--- src/sv/rhsl_pkg.sv ---
// Types, constants and helper functions of the RGB to HSL converter.
package rhsl_pkg;

   // Default number of fraction bits of the hue output.
   localparam int RHSL_HUE_FRAC_BITS = 6;

   // Field widths.
   localparam int CHAN_W    = 8;
   localparam int HUE_W     = 15;
   localparam int SAT_W     = 16;
   localparam int LIGHT_W   = 9;
   localparam int HUE_SUM_W = 20;

   // Divider geometry: both quotients fit in 16 bits, the divisor in 8.
   localparam int QUO_W           = 16;
   localparam int NUM_W           = CHAN_W + QUO_W;
   localparam int STEPS_PER_STAGE = 2;
   localparam int DIV_STAGES      = QUO_W / STEPS_PER_STAGE;

   localparam logic [SAT_W-1:0] SAT_MAX = '1;

   // Input beat.
   typedef struct packed {
      logic [CHAN_W-1:0] red;
      logic [CHAN_W-1:0] green;
      logic [CHAN_W-1:0] blue;
   } rhsl_pixel_type;

   // Result beat.
   typedef struct packed {
      logic [HUE_W-1:0]   hue_fixed;
      logic [SAT_W-1:0]   saturation_fixed;
      logic [LIGHT_W-1:0] lightness_sum;
   } rhsl_result_type;

   // Sixty-degree hue sectors; the code times 60 is the sector start.
   typedef enum logic [2:0] {
      SEC_RED     = 3'd0,
      SEC_YELLOW  = 3'd1,
      SEC_GREEN   = 3'd2,
      SEC_CYAN    = 3'd3,
      SEC_BLUE    = 3'd4,
      SEC_MAGENTA = 3'd5
   } rhsl_sector_type;

   // First stage: sorted channels and the chosen hue terms.
   typedef struct packed {
      logic [CHAN_W-1:0] max_val;
      logic [CHAN_W-1:0] min_val;
      logic [CHAN_W-1:0] pos_val;
      logic [CHAN_W-1:0] neg_val;
      logic              flip;
      rhsl_sector_type   sector;
   } rhsl_sort_type;

   // One restoring divider lane: partial remainder, remaining numerator
   // bits that turn into quotient bits, and the divisor.
   typedef struct packed {
      logic [CHAN_W-1:0] rem;
      logic [QUO_W-1:0]  acc;
      logic [CHAN_W-1:0] divisor;
   } rhsl_lane_type;

   // Divider pipeline word: both lanes plus what the output stage needs.
   typedef struct packed {
      rhsl_lane_type      hue;
      rhsl_lane_type      sat;
      rhsl_sector_type    sector;
      logic               grey;
      logic [LIGHT_W-1:0] sum;
   } rhsl_div_type;

   // One step of restoring division: shift in a numerator bit, subtract
   // the divisor when it fits, shift the quotient bit in at the bottom.
   function automatic rhsl_lane_type div_step(rhsl_lane_type lane);
      logic [CHAN_W:0] trial;
      rhsl_lane_type   nxt;
      trial = {lane.rem, lane.acc[QUO_W-1]};
      nxt   = lane;
      if (trial >= {1'b0, lane.divisor}) begin
         nxt.rem = CHAN_W'(trial - {1'b0, lane.divisor});
         nxt.acc = {lane.acc[QUO_W-2:0], 1'b1};
      end else begin
         nxt.rem = trial[CHAN_W-1:0];
         nxt.acc = {lane.acc[QUO_W-2:0], 1'b0};
      end
      return nxt;
   endfunction

   // Start of a sector in whole degrees.
   function automatic logic [8:0] sector_base(rhsl_sector_type sector);
      logic [8:0] deg;
      case (sector)
         SEC_RED:     deg = 9'd0;
         SEC_YELLOW:  deg = 9'd60;
         SEC_GREEN:   deg = 9'd120;
         SEC_CYAN:    deg = 9'd180;
         SEC_BLUE:    deg = 9'd240;
         SEC_MAGENTA: deg = 9'd300;
         default:     deg = 9'd0;
      endcase
      return deg;
   endfunction

endpackage

--- src/sv/rgb_to_hsl.sv ---
// RGB to HSL converter, top level.
//
// Input channel req_: one 8-bit RGB pixel per beat (req_valid, req_stall,
// req_pixel). Result channel rsp_: one beat per pixel carrying hue in
// degrees times 2^HUE_FRAC_BITS, saturation times 65535 and lightness as
// max plus min (rsp_valid, rsp_stall, rsp_result). A beat moves at a clock
// edge with valid high and stall low.
// Throughput is one pixel per clock unless the receiver stalls. From acceptance
// to the result beat a pixel passes two front stages (sort, then operand
// setup), eight divider stages with two restoring steps each for the two
// 16-bit quotients, and the rounding stage that is also the output register.
// Every stage has its own valid bit, so bubbles close up while the
// receiver stalls; req_stall rises only when all eleven stages are full
// and rsp_stall is high. A stalled result beat holds its value.
// Synchronous reset empties the pipeline; results then start from the
// first pixel accepted after reset.
module rgb_to_hsl #(
   parameter int HUE_FRAC_BITS = rhsl_pkg::RHSL_HUE_FRAC_BITS
) (
   input  logic                      clock,
   input  logic                      reset,
   input  logic                      req_valid,
   output logic                      req_stall,
   input  rhsl_pkg::rhsl_pixel_type  req_pixel,
   output logic                      rsp_valid,
   input  logic                      rsp_stall,
   output rhsl_pkg::rhsl_result_type rsp_result
);
   import rhsl_pkg::*;

   // Chain signals: entry i feeds divider stage i, the last entry the
   // output stage.
   logic         div_valid [DIV_STAGES+1];
   rhsl_div_type div_data  [DIV_STAGES+1];
   logic         div_load  [DIV_STAGES+1];
   logic         front_load;

   assign req_stall = !front_load;

   rhsl_classify #(
      .HUE_FRAC_BITS (HUE_FRAC_BITS)
   ) u_classify (
      .clock     (clock),
      .reset     (reset),
      .in_valid  (req_valid),
      .in_pixel  (req_pixel),
      .in_load   (front_load),
      .next_load (div_load[0]),
      .out_valid (div_valid[0]),
      .out_data  (div_data[0])
   );

   // Divider stages.
   for (genvar i = 0; i < DIV_STAGES; i++) begin : g_div
      rhsl_div_stage u_div_stage (
         .clock     (clock),
         .reset     (reset),
         .in_valid  (div_valid[i]),
         .in_data   (div_data[i]),
         .in_load   (div_load[i]),
         .next_load (div_load[i+1]),
         .out_valid (div_valid[i+1]),
         .out_data  (div_data[i+1])
      );
   end

   rhsl_finish #(
      .HUE_FRAC_BITS (HUE_FRAC_BITS)
   ) u_finish (
      .clock      (clock),
      .reset      (reset),
      .in_valid   (div_valid[DIV_STAGES]),
      .in_data    (div_data[DIV_STAGES]),
      .in_load    (div_load[DIV_STAGES]),
      .rsp_valid  (rsp_valid),
      .rsp_stall  (rsp_stall),
      .rsp_result (rsp_result)
   );

endmodule

--- src/sv/rhsl_classify.sv ---
// Front stages: channel sort, sector choice and divider operand setup.
module rhsl_classify #(
   parameter int HUE_FRAC_BITS = rhsl_pkg::RHSL_HUE_FRAC_BITS
) (
   input  logic                   clock,
   input  logic                   reset,
   input  logic                   in_valid,
   input  rhsl_pkg::rhsl_pixel_type in_pixel,
   output logic                   in_load,
   input  logic                   next_load,
   output logic                   out_valid,
   output rhsl_pkg::rhsl_div_type out_data
);
   import rhsl_pkg::*;

   logic              s1_valid_ff, s1_valid_in;
   rhsl_sort_type     s1_data_ff, s1_data_in;
   logic              s2_valid_ff, s2_valid_in;
   rhsl_div_type      s2_data_ff, s2_data_in;
   logic              load1, load2;

   logic [CHAN_W-1:0] r, g, b;
   logic              red_top, green_top;

   logic [CHAN_W-1:0] delta, m_val;
   logic [LIGHT_W-1:0] sum;
   logic [CHAN_W-1:0] den;
   logic [13:0]       m60;
   logic [NUM_W-1:0]  hue_num, sat_num;

   // A stage takes a new beat when it is empty or its content moves on.
   assign load2   = !s2_valid_ff || next_load;
   assign load1   = !s1_valid_ff || load2;
   assign in_load = load1;

   // Stage one: find maximum and minimum, pick the sector and hue terms.
   always_comb begin
      r         = in_pixel.red;
      g         = in_pixel.green;
      b         = in_pixel.blue;
      red_top   = (r >= g) && (r >= b);
      green_top = !red_top && (g >= b);

      s1_data_in.max_val = red_top ? r : (green_top ? g : b);
      s1_data_in.min_val = ((r <= g) && (r <= b)) ? r : ((g <= b) ? g : b);

      if (red_top) begin
         s1_data_in.pos_val = g;
         s1_data_in.neg_val = b;
         s1_data_in.flip    = (g < b);
         s1_data_in.sector  = (g < b) ? SEC_MAGENTA : SEC_RED;
      end else if (green_top) begin
         s1_data_in.pos_val = b;
         s1_data_in.neg_val = r;
         s1_data_in.flip    = (b < r);
         s1_data_in.sector  = (b < r) ? SEC_YELLOW : SEC_GREEN;
      end else begin
         s1_data_in.pos_val = r;
         s1_data_in.neg_val = g;
         s1_data_in.flip    = (r < g);
         s1_data_in.sector  = (r < g) ? SEC_CYAN : SEC_BLUE;
      end
      s1_valid_in = load1 ? in_valid : s1_valid_ff;
   end

   // Stage two: delta, sum, saturation denominator and both numerators.
   // A sector entered from its far end measures from the sector start,
   // which leaves the hue offset as max minus the falling channel.
   always_comb begin
      delta   = s1_data_ff.max_val - s1_data_ff.min_val;
      sum     = {1'b0, s1_data_ff.max_val} + {1'b0, s1_data_ff.min_val};
      den     = (sum <= LIGHT_W'(255)) ? sum[CHAN_W-1:0]
                                       : CHAN_W'(LIGHT_W'(510) - sum);
      m_val   = s1_data_ff.flip ? (s1_data_ff.max_val - s1_data_ff.neg_val)
                                : (s1_data_ff.pos_val - s1_data_ff.neg_val);
      m60     = {m_val, 6'b0} - {4'b0, m_val, 2'b0};
      hue_num = NUM_W'(m60) << HUE_FRAC_BITS;
      sat_num = {delta, {QUO_W{1'b0}}} - {{QUO_W{1'b0}}, delta};

      s2_data_in.hue.rem     = hue_num[NUM_W-1:QUO_W];
      s2_data_in.hue.acc     = hue_num[QUO_W-1:0];
      s2_data_in.hue.divisor = delta;
      s2_data_in.sat.rem     = sat_num[NUM_W-1:QUO_W];
      s2_data_in.sat.acc     = sat_num[QUO_W-1:0];
      s2_data_in.sat.divisor = den;
      s2_data_in.sector      = s1_data_ff.sector;
      s2_data_in.grey        = (delta == '0);
      s2_data_in.sum         = sum;
      s2_valid_in            = load2 ? s1_valid_ff : s2_valid_ff;
   end

   // Valid bits.
   always_ff @(posedge clock) begin
      if (reset) begin
         s1_valid_ff <= 1'b0;
         s2_valid_ff <= 1'b0;
      end else begin
         s1_valid_ff <= s1_valid_in;
         s2_valid_ff <= s2_valid_in;
      end
   end

   // Payload registers.
   always_ff @(posedge clock) begin
      if (load1) begin
         s1_data_ff <= s1_data_in;
      end
      if (load2) begin
         s2_data_ff <= s2_data_in;
      end
   end

   assign out_valid = s2_valid_ff;
   assign out_data  = s2_data_ff;

endmodule

--- src/sv/rhsl_div_stage.sv ---
// One divider pipeline stage: STEPS_PER_STAGE restoring steps on both lanes.
module rhsl_div_stage (
   input  logic                   clock,
   input  logic                   reset,
   input  logic                   in_valid,
   input  rhsl_pkg::rhsl_div_type in_data,
   output logic                   in_load,
   input  logic                   next_load,
   output logic                   out_valid,
   output rhsl_pkg::rhsl_div_type out_data
);
   import rhsl_pkg::*;

   logic         valid_ff, valid_in;
   rhsl_div_type data_ff, data_in;

   assign in_load = !valid_ff || next_load;

   // Hue and saturation quotients advance side by side.
   always_comb begin
      data_in = in_data;
      for (int s = 0; s < STEPS_PER_STAGE; s++) begin
         data_in.hue = div_step(data_in.hue);
         data_in.sat = div_step(data_in.sat);
      end
      valid_in = in_load ? in_valid : valid_ff;
   end

   always_ff @(posedge clock) begin
      if (reset) begin
         valid_ff <= 1'b0;
      end else begin
         valid_ff <= valid_in;
      end
   end

   always_ff @(posedge clock) begin
      if (in_load) begin
         data_ff <= data_in;
      end
   end

   assign out_valid = valid_ff;
   assign out_data  = data_ff;

endmodule

--- src/sv/rhsl_finish.sv ---
// Output stage: rounding, sector offset, saturation clamp and result register.
module rhsl_finish #(
   parameter int HUE_FRAC_BITS = rhsl_pkg::RHSL_HUE_FRAC_BITS
) (
   input  logic                      clock,
   input  logic                      reset,
   input  logic                      in_valid,
   input  rhsl_pkg::rhsl_div_type    in_data,
   output logic                      in_load,
   output logic                      rsp_valid,
   input  logic                      rsp_stall,
   output rhsl_pkg::rhsl_result_type rsp_result
);
   import rhsl_pkg::*;

   logic                 valid_ff, valid_in;
   rhsl_result_type      result_ff, result_in;

   logic                 hue_up, sat_up;
   logic [QUO_W:0]       hue_q, sat_q;
   logic [HUE_SUM_W-1:0] hue_full;
   logic [SAT_W-1:0]     sat_val;

   // The output register takes a beat when empty or when its beat leaves.
   assign in_load = !valid_ff || !rsp_stall;

   // Round to nearest, ties up: add one when twice the remainder
   // reaches the divisor.
   always_comb begin
      hue_up   = {in_data.hue.rem, 1'b0} >= {1'b0, in_data.hue.divisor};
      sat_up   = {in_data.sat.rem, 1'b0} >= {1'b0, in_data.sat.divisor};
      hue_q    = {1'b0, in_data.hue.acc} + (QUO_W+1)'(hue_up);
      sat_q    = {1'b0, in_data.sat.acc} + (QUO_W+1)'(sat_up);
      hue_full = (HUE_SUM_W'(sector_base(in_data.sector)) << HUE_FRAC_BITS)
                 + HUE_SUM_W'(hue_q);
      sat_val  = sat_q[QUO_W] ? SAT_MAX : sat_q[SAT_W-1:0];

      // A grey pixel has neither hue nor saturation.
      result_in.hue_fixed        = in_data.grey ? '0 : hue_full[HUE_W-1:0];
      result_in.saturation_fixed = in_data.grey ? '0 : sat_val;
      result_in.lightness_sum    = in_data.sum;
      valid_in                   = in_load ? in_valid : valid_ff;
   end

   always_ff @(posedge clock) begin
      if (reset) begin
         valid_ff <= 1'b0;
      end else begin
         valid_ff <= valid_in;
      end
   end

   always_ff @(posedge clock) begin
      if (in_load) begin
         result_ff <= result_in;
      end
   end

   assign rsp_valid  = valid_ff;
   assign rsp_result = result_ff;

endmodule

--- config.mk ---
export PLATFORM = sky130hd
export DESIGN_NAME = rgb_to_hsl
export DESIGN_NICKNAME = d
export VERILOG_FILES = /design/src/sv/rhsl_pkg.sv /design/src/sv/rgb_to_hsl.sv /design/src/sv/rhsl_classify.sv /design/src/sv/rhsl_div_stage.sv /design/src/sv/rhsl_finish.sv
export SDC_FILE = /design/constraint.sdc
export NUM_CORES = 1
export LEC_CHECK = 0
export CORE_UTILIZATION = 30
export DETAILED_ROUTE_END_ITERATION = 7
export DONT_BUFFER_PORTS = 1
export GPL_TIMING_DRIVEN = 0
export PLACE_DENSITY = 0.49
export REMOVE_ABC_BUFFERS = 1
export SLEW_MARGIN = 20
export SYNTH_ARGS = -nofsm -noshare
export SYNTH_HDL_FRONTEND = slang
export SYNTH_SLANG_ARGS = --single-unit
export TNS_END_PERCENT = 30
--- constraint.sdc ---
create_clock -name clock -period 7.45 [get_ports clock]
set_input_delay 1.1175 -clock clock [delete_from_list [all_inputs] [get_ports clock]]
set_output_delay 1.1175 -clock clock [all_outputs]
set_load 0.02 [all_outputs]
== Word level (Yosys, flattened, before mapping) ==
Index checks and enable logic that the tools add are counted.

* $add $sub $neg: 42
* Equality and inequality tests: 5
* Reduce and logical (&&, ||, !) cells: 29
* Multiplexer cells: 45
* $lt $le $gt $ge: 44

{| class="wikitable"
|+ Operators with widths
! operator !! number
|-
| 24-bit 2-to-1 mux || 32
|-
| 9-bit by 8-bit greater-or-equal comparator with 1-bit output || 33
|-
| 8-bit subtractor || 34
|-
| 8-bit 2-to-1 mux || 6
|-
| 9-bit case mux with 5 select lines || 1
|-
| 20-bit 2-to-1 mux || 2
|-
| 8-bit greater-or-equal comparator || 3
|-
| 8-bit <= comparator || 3
|-
| 8-bit less-than comparator || 3
|-
| 24-bit by 8-bit subtractor with 24-bit output || 1
|-
| 16-bit by 1-bit adder with 17-bit output || 1
|-
| 16-bit 2-to-1 mux || 1
|-
| 15-bit by 1-bit adder with 15-bit output || 1
|-
| 15-bit adder || 1
|-
| 1-bit logical NOT || 14
|-
| 14-bit by 10-bit subtractor with 14-bit output || 1
|-
| 1-bit logical OR || 11
|-
| 8-bit by 8-bit adder with 9-bit output || 1
|-
| 9-bit by 8-bit <= comparator with 1-bit output, second input constant || 1
|-
| 5-bit by 8-bit greater-or-equal comparator with 1-bit output || 1
|-
| 8-bit logical NOT || 1
|-
| 5-bit by 8-bit subtractor with 8-bit output || 1
|-
| 8-bit subtractor, first input constant || 1
|-
| 3-bit by 2-bit equality test with 1-bit output, second input constant || 2
|-
| 5 further kinds || 9
|}

* Bits of input ports: 28
* Output and inout bits: 42
* Bits in registers: 769
* Logic and storage cells: 266

== Depth between registers and ports, before layout ==
* Depth after elaboration: 13
* Mapped depth: 18
* Mapped depth without buffers: 18

== Modules after synthesis ==
A second synthesis with hierarchy kept.

* Cell total of the unflattened synthesis: 3,418
* Area, all modules: 42,549.6 um^2

{| class="wikitable"
|+ Modules (own cells, without submodules)
! module !! cells each !! sequential area each (um^2) !! instances !! area an instance (um^2)
|-
| rhsl_div_stage at g_div[0].u_div_stage ... || 330 || 2,332.2 || 5 || 4,180.3
|-
| rhsl_div_stage at g_div[3].u_div_stage ... || 314 || 2,332.2 || 2 || 4,130.2
|-
| rhsl_classify || 562 || 2,922.8 || 1 || 6,506.2
|-
| rhsl_div_stage at g_div[7].u_div_stage || 331 || 2,332.2 || 1 || 4,291.6
|-
| rhsl_finish || 246 || 1,221.2 || 1 || 2,586.2
|-
| rgb_to_hsl || 1 || 0.0 || 1 || 3.8
|}

== Least setup slack after synthesis ==
Ideal clock, no wire load.

* Path type: input -> output
* Start: in rsp_stall
* End: out req_stall
* Path buffers: 1
* Required time: 6.332 ns
* Stages on the path: 8
* Data arrival time: 5.220 ns
* Path slack: 1.112 ns
* Cell sequence: nand2_1 > nor2_1 > and2_1 > clkbuf_1 > inv_1 > nor2_1 > nand2_1 > inv_1

* Longest elaborated chain between the ends: 13

{| class="wikitable"
|+ RTL lines
! what !! RTL line !! text
|-
| from (decl) || rgb_to_hsl.sv:26 || <nowiki>input logic rsp_stall,</nowiki>
|-
| 1-bit logical NOT || rhsl_finish.sv:25 || <nowiki>assign in_load = !valid_ff || !rsp_stall;</nowiki>
|-
| 1-bit logical OR || rhsl_finish.sv:25 ||
|-
| 1-bit logical OR (5 in a row) || rhsl_div_stage.sv:17 || <nowiki>assign in_load = !valid_ff || next_load;</nowiki>
|-
| via g_div[2].u_div_stage.next_load || rhsl_div_stage.sv:8 || <nowiki>input logic next_load,</nowiki>
|-
| 1-bit logical OR (3 in a row) || rhsl_div_stage.sv:17 ||
|-
| 1-bit logical OR || rhsl_classify.sv:32 || <nowiki>assign load2 = !s2_valid_ff || next_load;</nowiki>
|-
| 1-bit logical OR || rhsl_classify.sv:33 || <nowiki>assign load1 = !s1_valid_ff || load2;</nowiki>
|-
| 1-bit logical NOT || rgb_to_hsl.sv:38 || <nowiki>assign req_stall = !front_load;</nowiki>
|-
| to (decl) || rgb_to_hsl.sv:23 || <nowiki>output logic req_stall,</nowiki>
|}

The timed path passes the listed nets, and every way through them passes these cells.

==> results.json <==
{
  "rsz0062_at_grt": "false",
  "crit_arrival_ps": 5540,
  "rows": 130,
  "period_share": 0.695,
  "post_cts_resize_count": 0,
  "syn-instance-count": 3176,
  "initial_core_util": 0.304,
  "grt_max_degree": 58,
  "nets": 3624,
  "track_usage": 0.125,
  "fin_area_um2": 43400,
  "die_area_um2": 129000,
  "start_kind": "register",
  "hold_buffers": 0,
  "dpl.hpwl_um": 61900,
  "routed_wl_um": 80100,
  "root_buffer": "clkbuf_16",
  "slowest_stage": "o21ai_1",
  "max_slew_margin": 0.341,
  "wl_per_cell_um": 16.2,
  "slowest_delay_ps": 750,
  "syn_area_um2": 38300,
  "antenna_found_initial": 2,
  "clock_latency_ps": 650,
  "tightest_slew_ps": 983,
  "area_delta_synth_final_pct": 13.2,
  "path_class": "register to register",
  "antenna_cells": 0,
  "fp.dieW_um": 359,
  "finalHoldViolations": 0,
  "synth_seq_cells": 687,
  "die_h_um": 359,
  "pin_count": 70,
  "crit_path_end_kind": "register",
  "layout_common_cells": "676 x edfxtp_1, 329 x ha_1, 312 x inv_1",
  "ys_seq_area_frac": 0.536,
  "drcViolationCount": 0,
  "required_ps": 7810,
  "gr-total-overflow": 0,
  "core_area_um2": 126000,
  "avgSynthCellArea_um2": 12.1,
  "fin_crit_ps": 5180,
  "setup_violations": 0,
  "final_layout_size_suffix_gt1_frac": 0.103,
  "synth-async-reset-ratio": 0,
  "gp_congestion": 0.839,
  "status": "complete, no violations",
  "cpLargestDelayFamily": "compound AO/OA/AOI/OAI gates",
  "hp-class": "register to register",
  "fmax_ghz": 0.193,
  "max-cap-violations": 0,
  "numCtsBuffers": 81,
  "synth_cell_type_count": 82,
  "crit_fanout": 14,
  "path_common_cell": "o21ai_0",
  "grt_pass1_vias": 23533,
  "ys.flop_type": "edfxtp_1",
  "crit_buf_inv": 1,
  "cts_tree": "yes",
  "whs_ps": 389,
  "post-cts-setup-buffers": 0,
  "synth_edf_count": 676,
  "htree_num_levels": 3,
  "drt_iter0_drc": 1265,
  "cp_cell_sequence": "inv_1, ha_1, nor2b_1, o31ai_1, a31oi_1, o21ai_1, o21ai_0, ha_1, nor2b_1, o21ai_0, a21boi_0, o21ai_0, a21oi_1, a21o_1, mux2_2",
  "mostFrequentLayoutCell": "edfxtp_1",
  "clockBufferDepth": 3,
  "portBuffers": 0,
  "dr.pass1.iters": 5,
  "final_antenna_net_count": 0,
  "yosys_warnings": 0,
  "fin_worst_skew_ps": 39.1,
  "placed_area_um2": 40700,
  "clkSinkCount": 687,
  "grt_pass1_wl_um": 129000,
  "clkSlewWorstSetupHoldPaths_ps": 60,
  "drv_slew": 0,
  "vias_per_cell": 4.71,
  "vias": 23300
}
sequential cells by signal, indices dropped and copies added (netlist names):
name / flops
g_div.u_div_stage.out_data: 540
u_classify.out_valid: 1
g_div.u_div_stage.out_valid: 8
u_classify.s1_data_ff: 35
u_classify.s1_valid_ff: 1
u_finish.rsp_result: 40
u_classify.out_data: 61
u_finish.rsp_valid: 1
through the flow:
step                instances  setup WS, ps   util  TNS, ps
floorplan                3132          1190      -        0
global placement         4782          -965  0.319   -60930
detailed placement       4803          2270  0.322        0
CTS                      4951          2190  0.344        0
global route             4951          1670  0.344        0
finish                   4951          2270  0.344        0
area by class of cell:
class                           instances  area (µm²)
Fill cell                           12304       82700
Tap cell                             1650        2060
Clock buffer                          104        2140
Clock inverter                         44         554
Inverter                              318        1200
Multi-Input combinational cell       2127       16500
Timing Repair Buffer                   21         372
Sequential cell                       687       20500
cell usage after synthesis (11+ instances only):
master / n / share of area
a211oi_1: 21 / 0.0041
a21o_1: 58 / 0.011
a21oi_1: 193 / 0.025
a31oi_1: 22 / 0.0036
and2_1: 13 / 0.0021
and3_1: 14 / 0.0023
buf_2: 13 / 0.0017
clkbuf_1: 30 / 0.0029
dfxtp_1: 11 / 0.0058
edfxtp_1: 676 / 0.53
fa_1: 31 / 0.016
ha_1: 329 / 0.11
inv_1: 316 / 0.031
mux2_2: 146 / 0.043
mux2i_1: 52 / 0.014
nand2_1: 166 / 0.016
nand2b_1: 35 / 0.0057
nand3_1: 36 / 0.0047
nand4_1: 51 / 0.0083
nor2_1: 212 / 0.021
nor2b_1: 50 / 0.0082
nor3_1: 34 / 0.0044
o21a_1: 67 / 0.013
o21ai_0: 165 / 0.022
o21bai_1: 28 / 0.0055
o31a_1: 24 / 0.0055
o31ai_1: 21 / 0.0041
or2_2: 14 / 0.0023
or3_1: 15 / 0.0025
or4_1: 11 / 0.0022
xnor2_1: 124 / 0.028
xor2_1: 64 / 0.015
cell families (layout without fill, tap and decap cells):
| family | count (synthesis) | count (layout) | share of synthesized area |
|---|---|---|---|
| AOI/OAI and AO/OA | 692 | 692 | 0.117 |
| buffers and inverters | 362 | 487 | 0.0361 |
| and+or+nand+nor | 689 | 689 | 0.0880 |
| adders and majority gates | 360 | 360 | 0.124 |
| muxes | 198 | 198 | 0.0565 |
| xor gates and xnor gates | 188 | 188 | 0.0430 |
| DFF | 687 | 687 | 0.536 |
worst paths after layout:
| path | slack (ps) | start | to | cells past startpoint |
|---|---|---|---|---|
| setup / recovery | 2270 | g_div[5].u_div_stage.out_data[14] | g_div[6].u_div_stage.out_data[40] | 15 |
| hold / removal | 390 | g_div[3].u_div_stage.out_data[21] | g_div[4].u_div_stage.out_data[23] | 0 |
| hold reg to reg | 390 | g_div[3].u_div_stage.out_data[21] | g_div[4].u_div_stage.out_data[23] | 0 |
| setup reg to reg | 2270 | g_div[5].u_div_stage.out_data[14] | g_div[6].u_div_stage.out_data[40] | 15 |
per-layer routing:
| metal | global-route usage | share of wire |
|---|---|---|
| met1 | 0.162 | 0.47 |
| met3 | 0.0210 | 0.030 |
| met2 | 0.210 | 0.47 |
| met4 | 0.0425 | 0.029 |
| met5 | 0 | 0 |
Power is not shown: default switching activity piles up to over one toggle a cycle in this logic, so the estimate is an artifact.
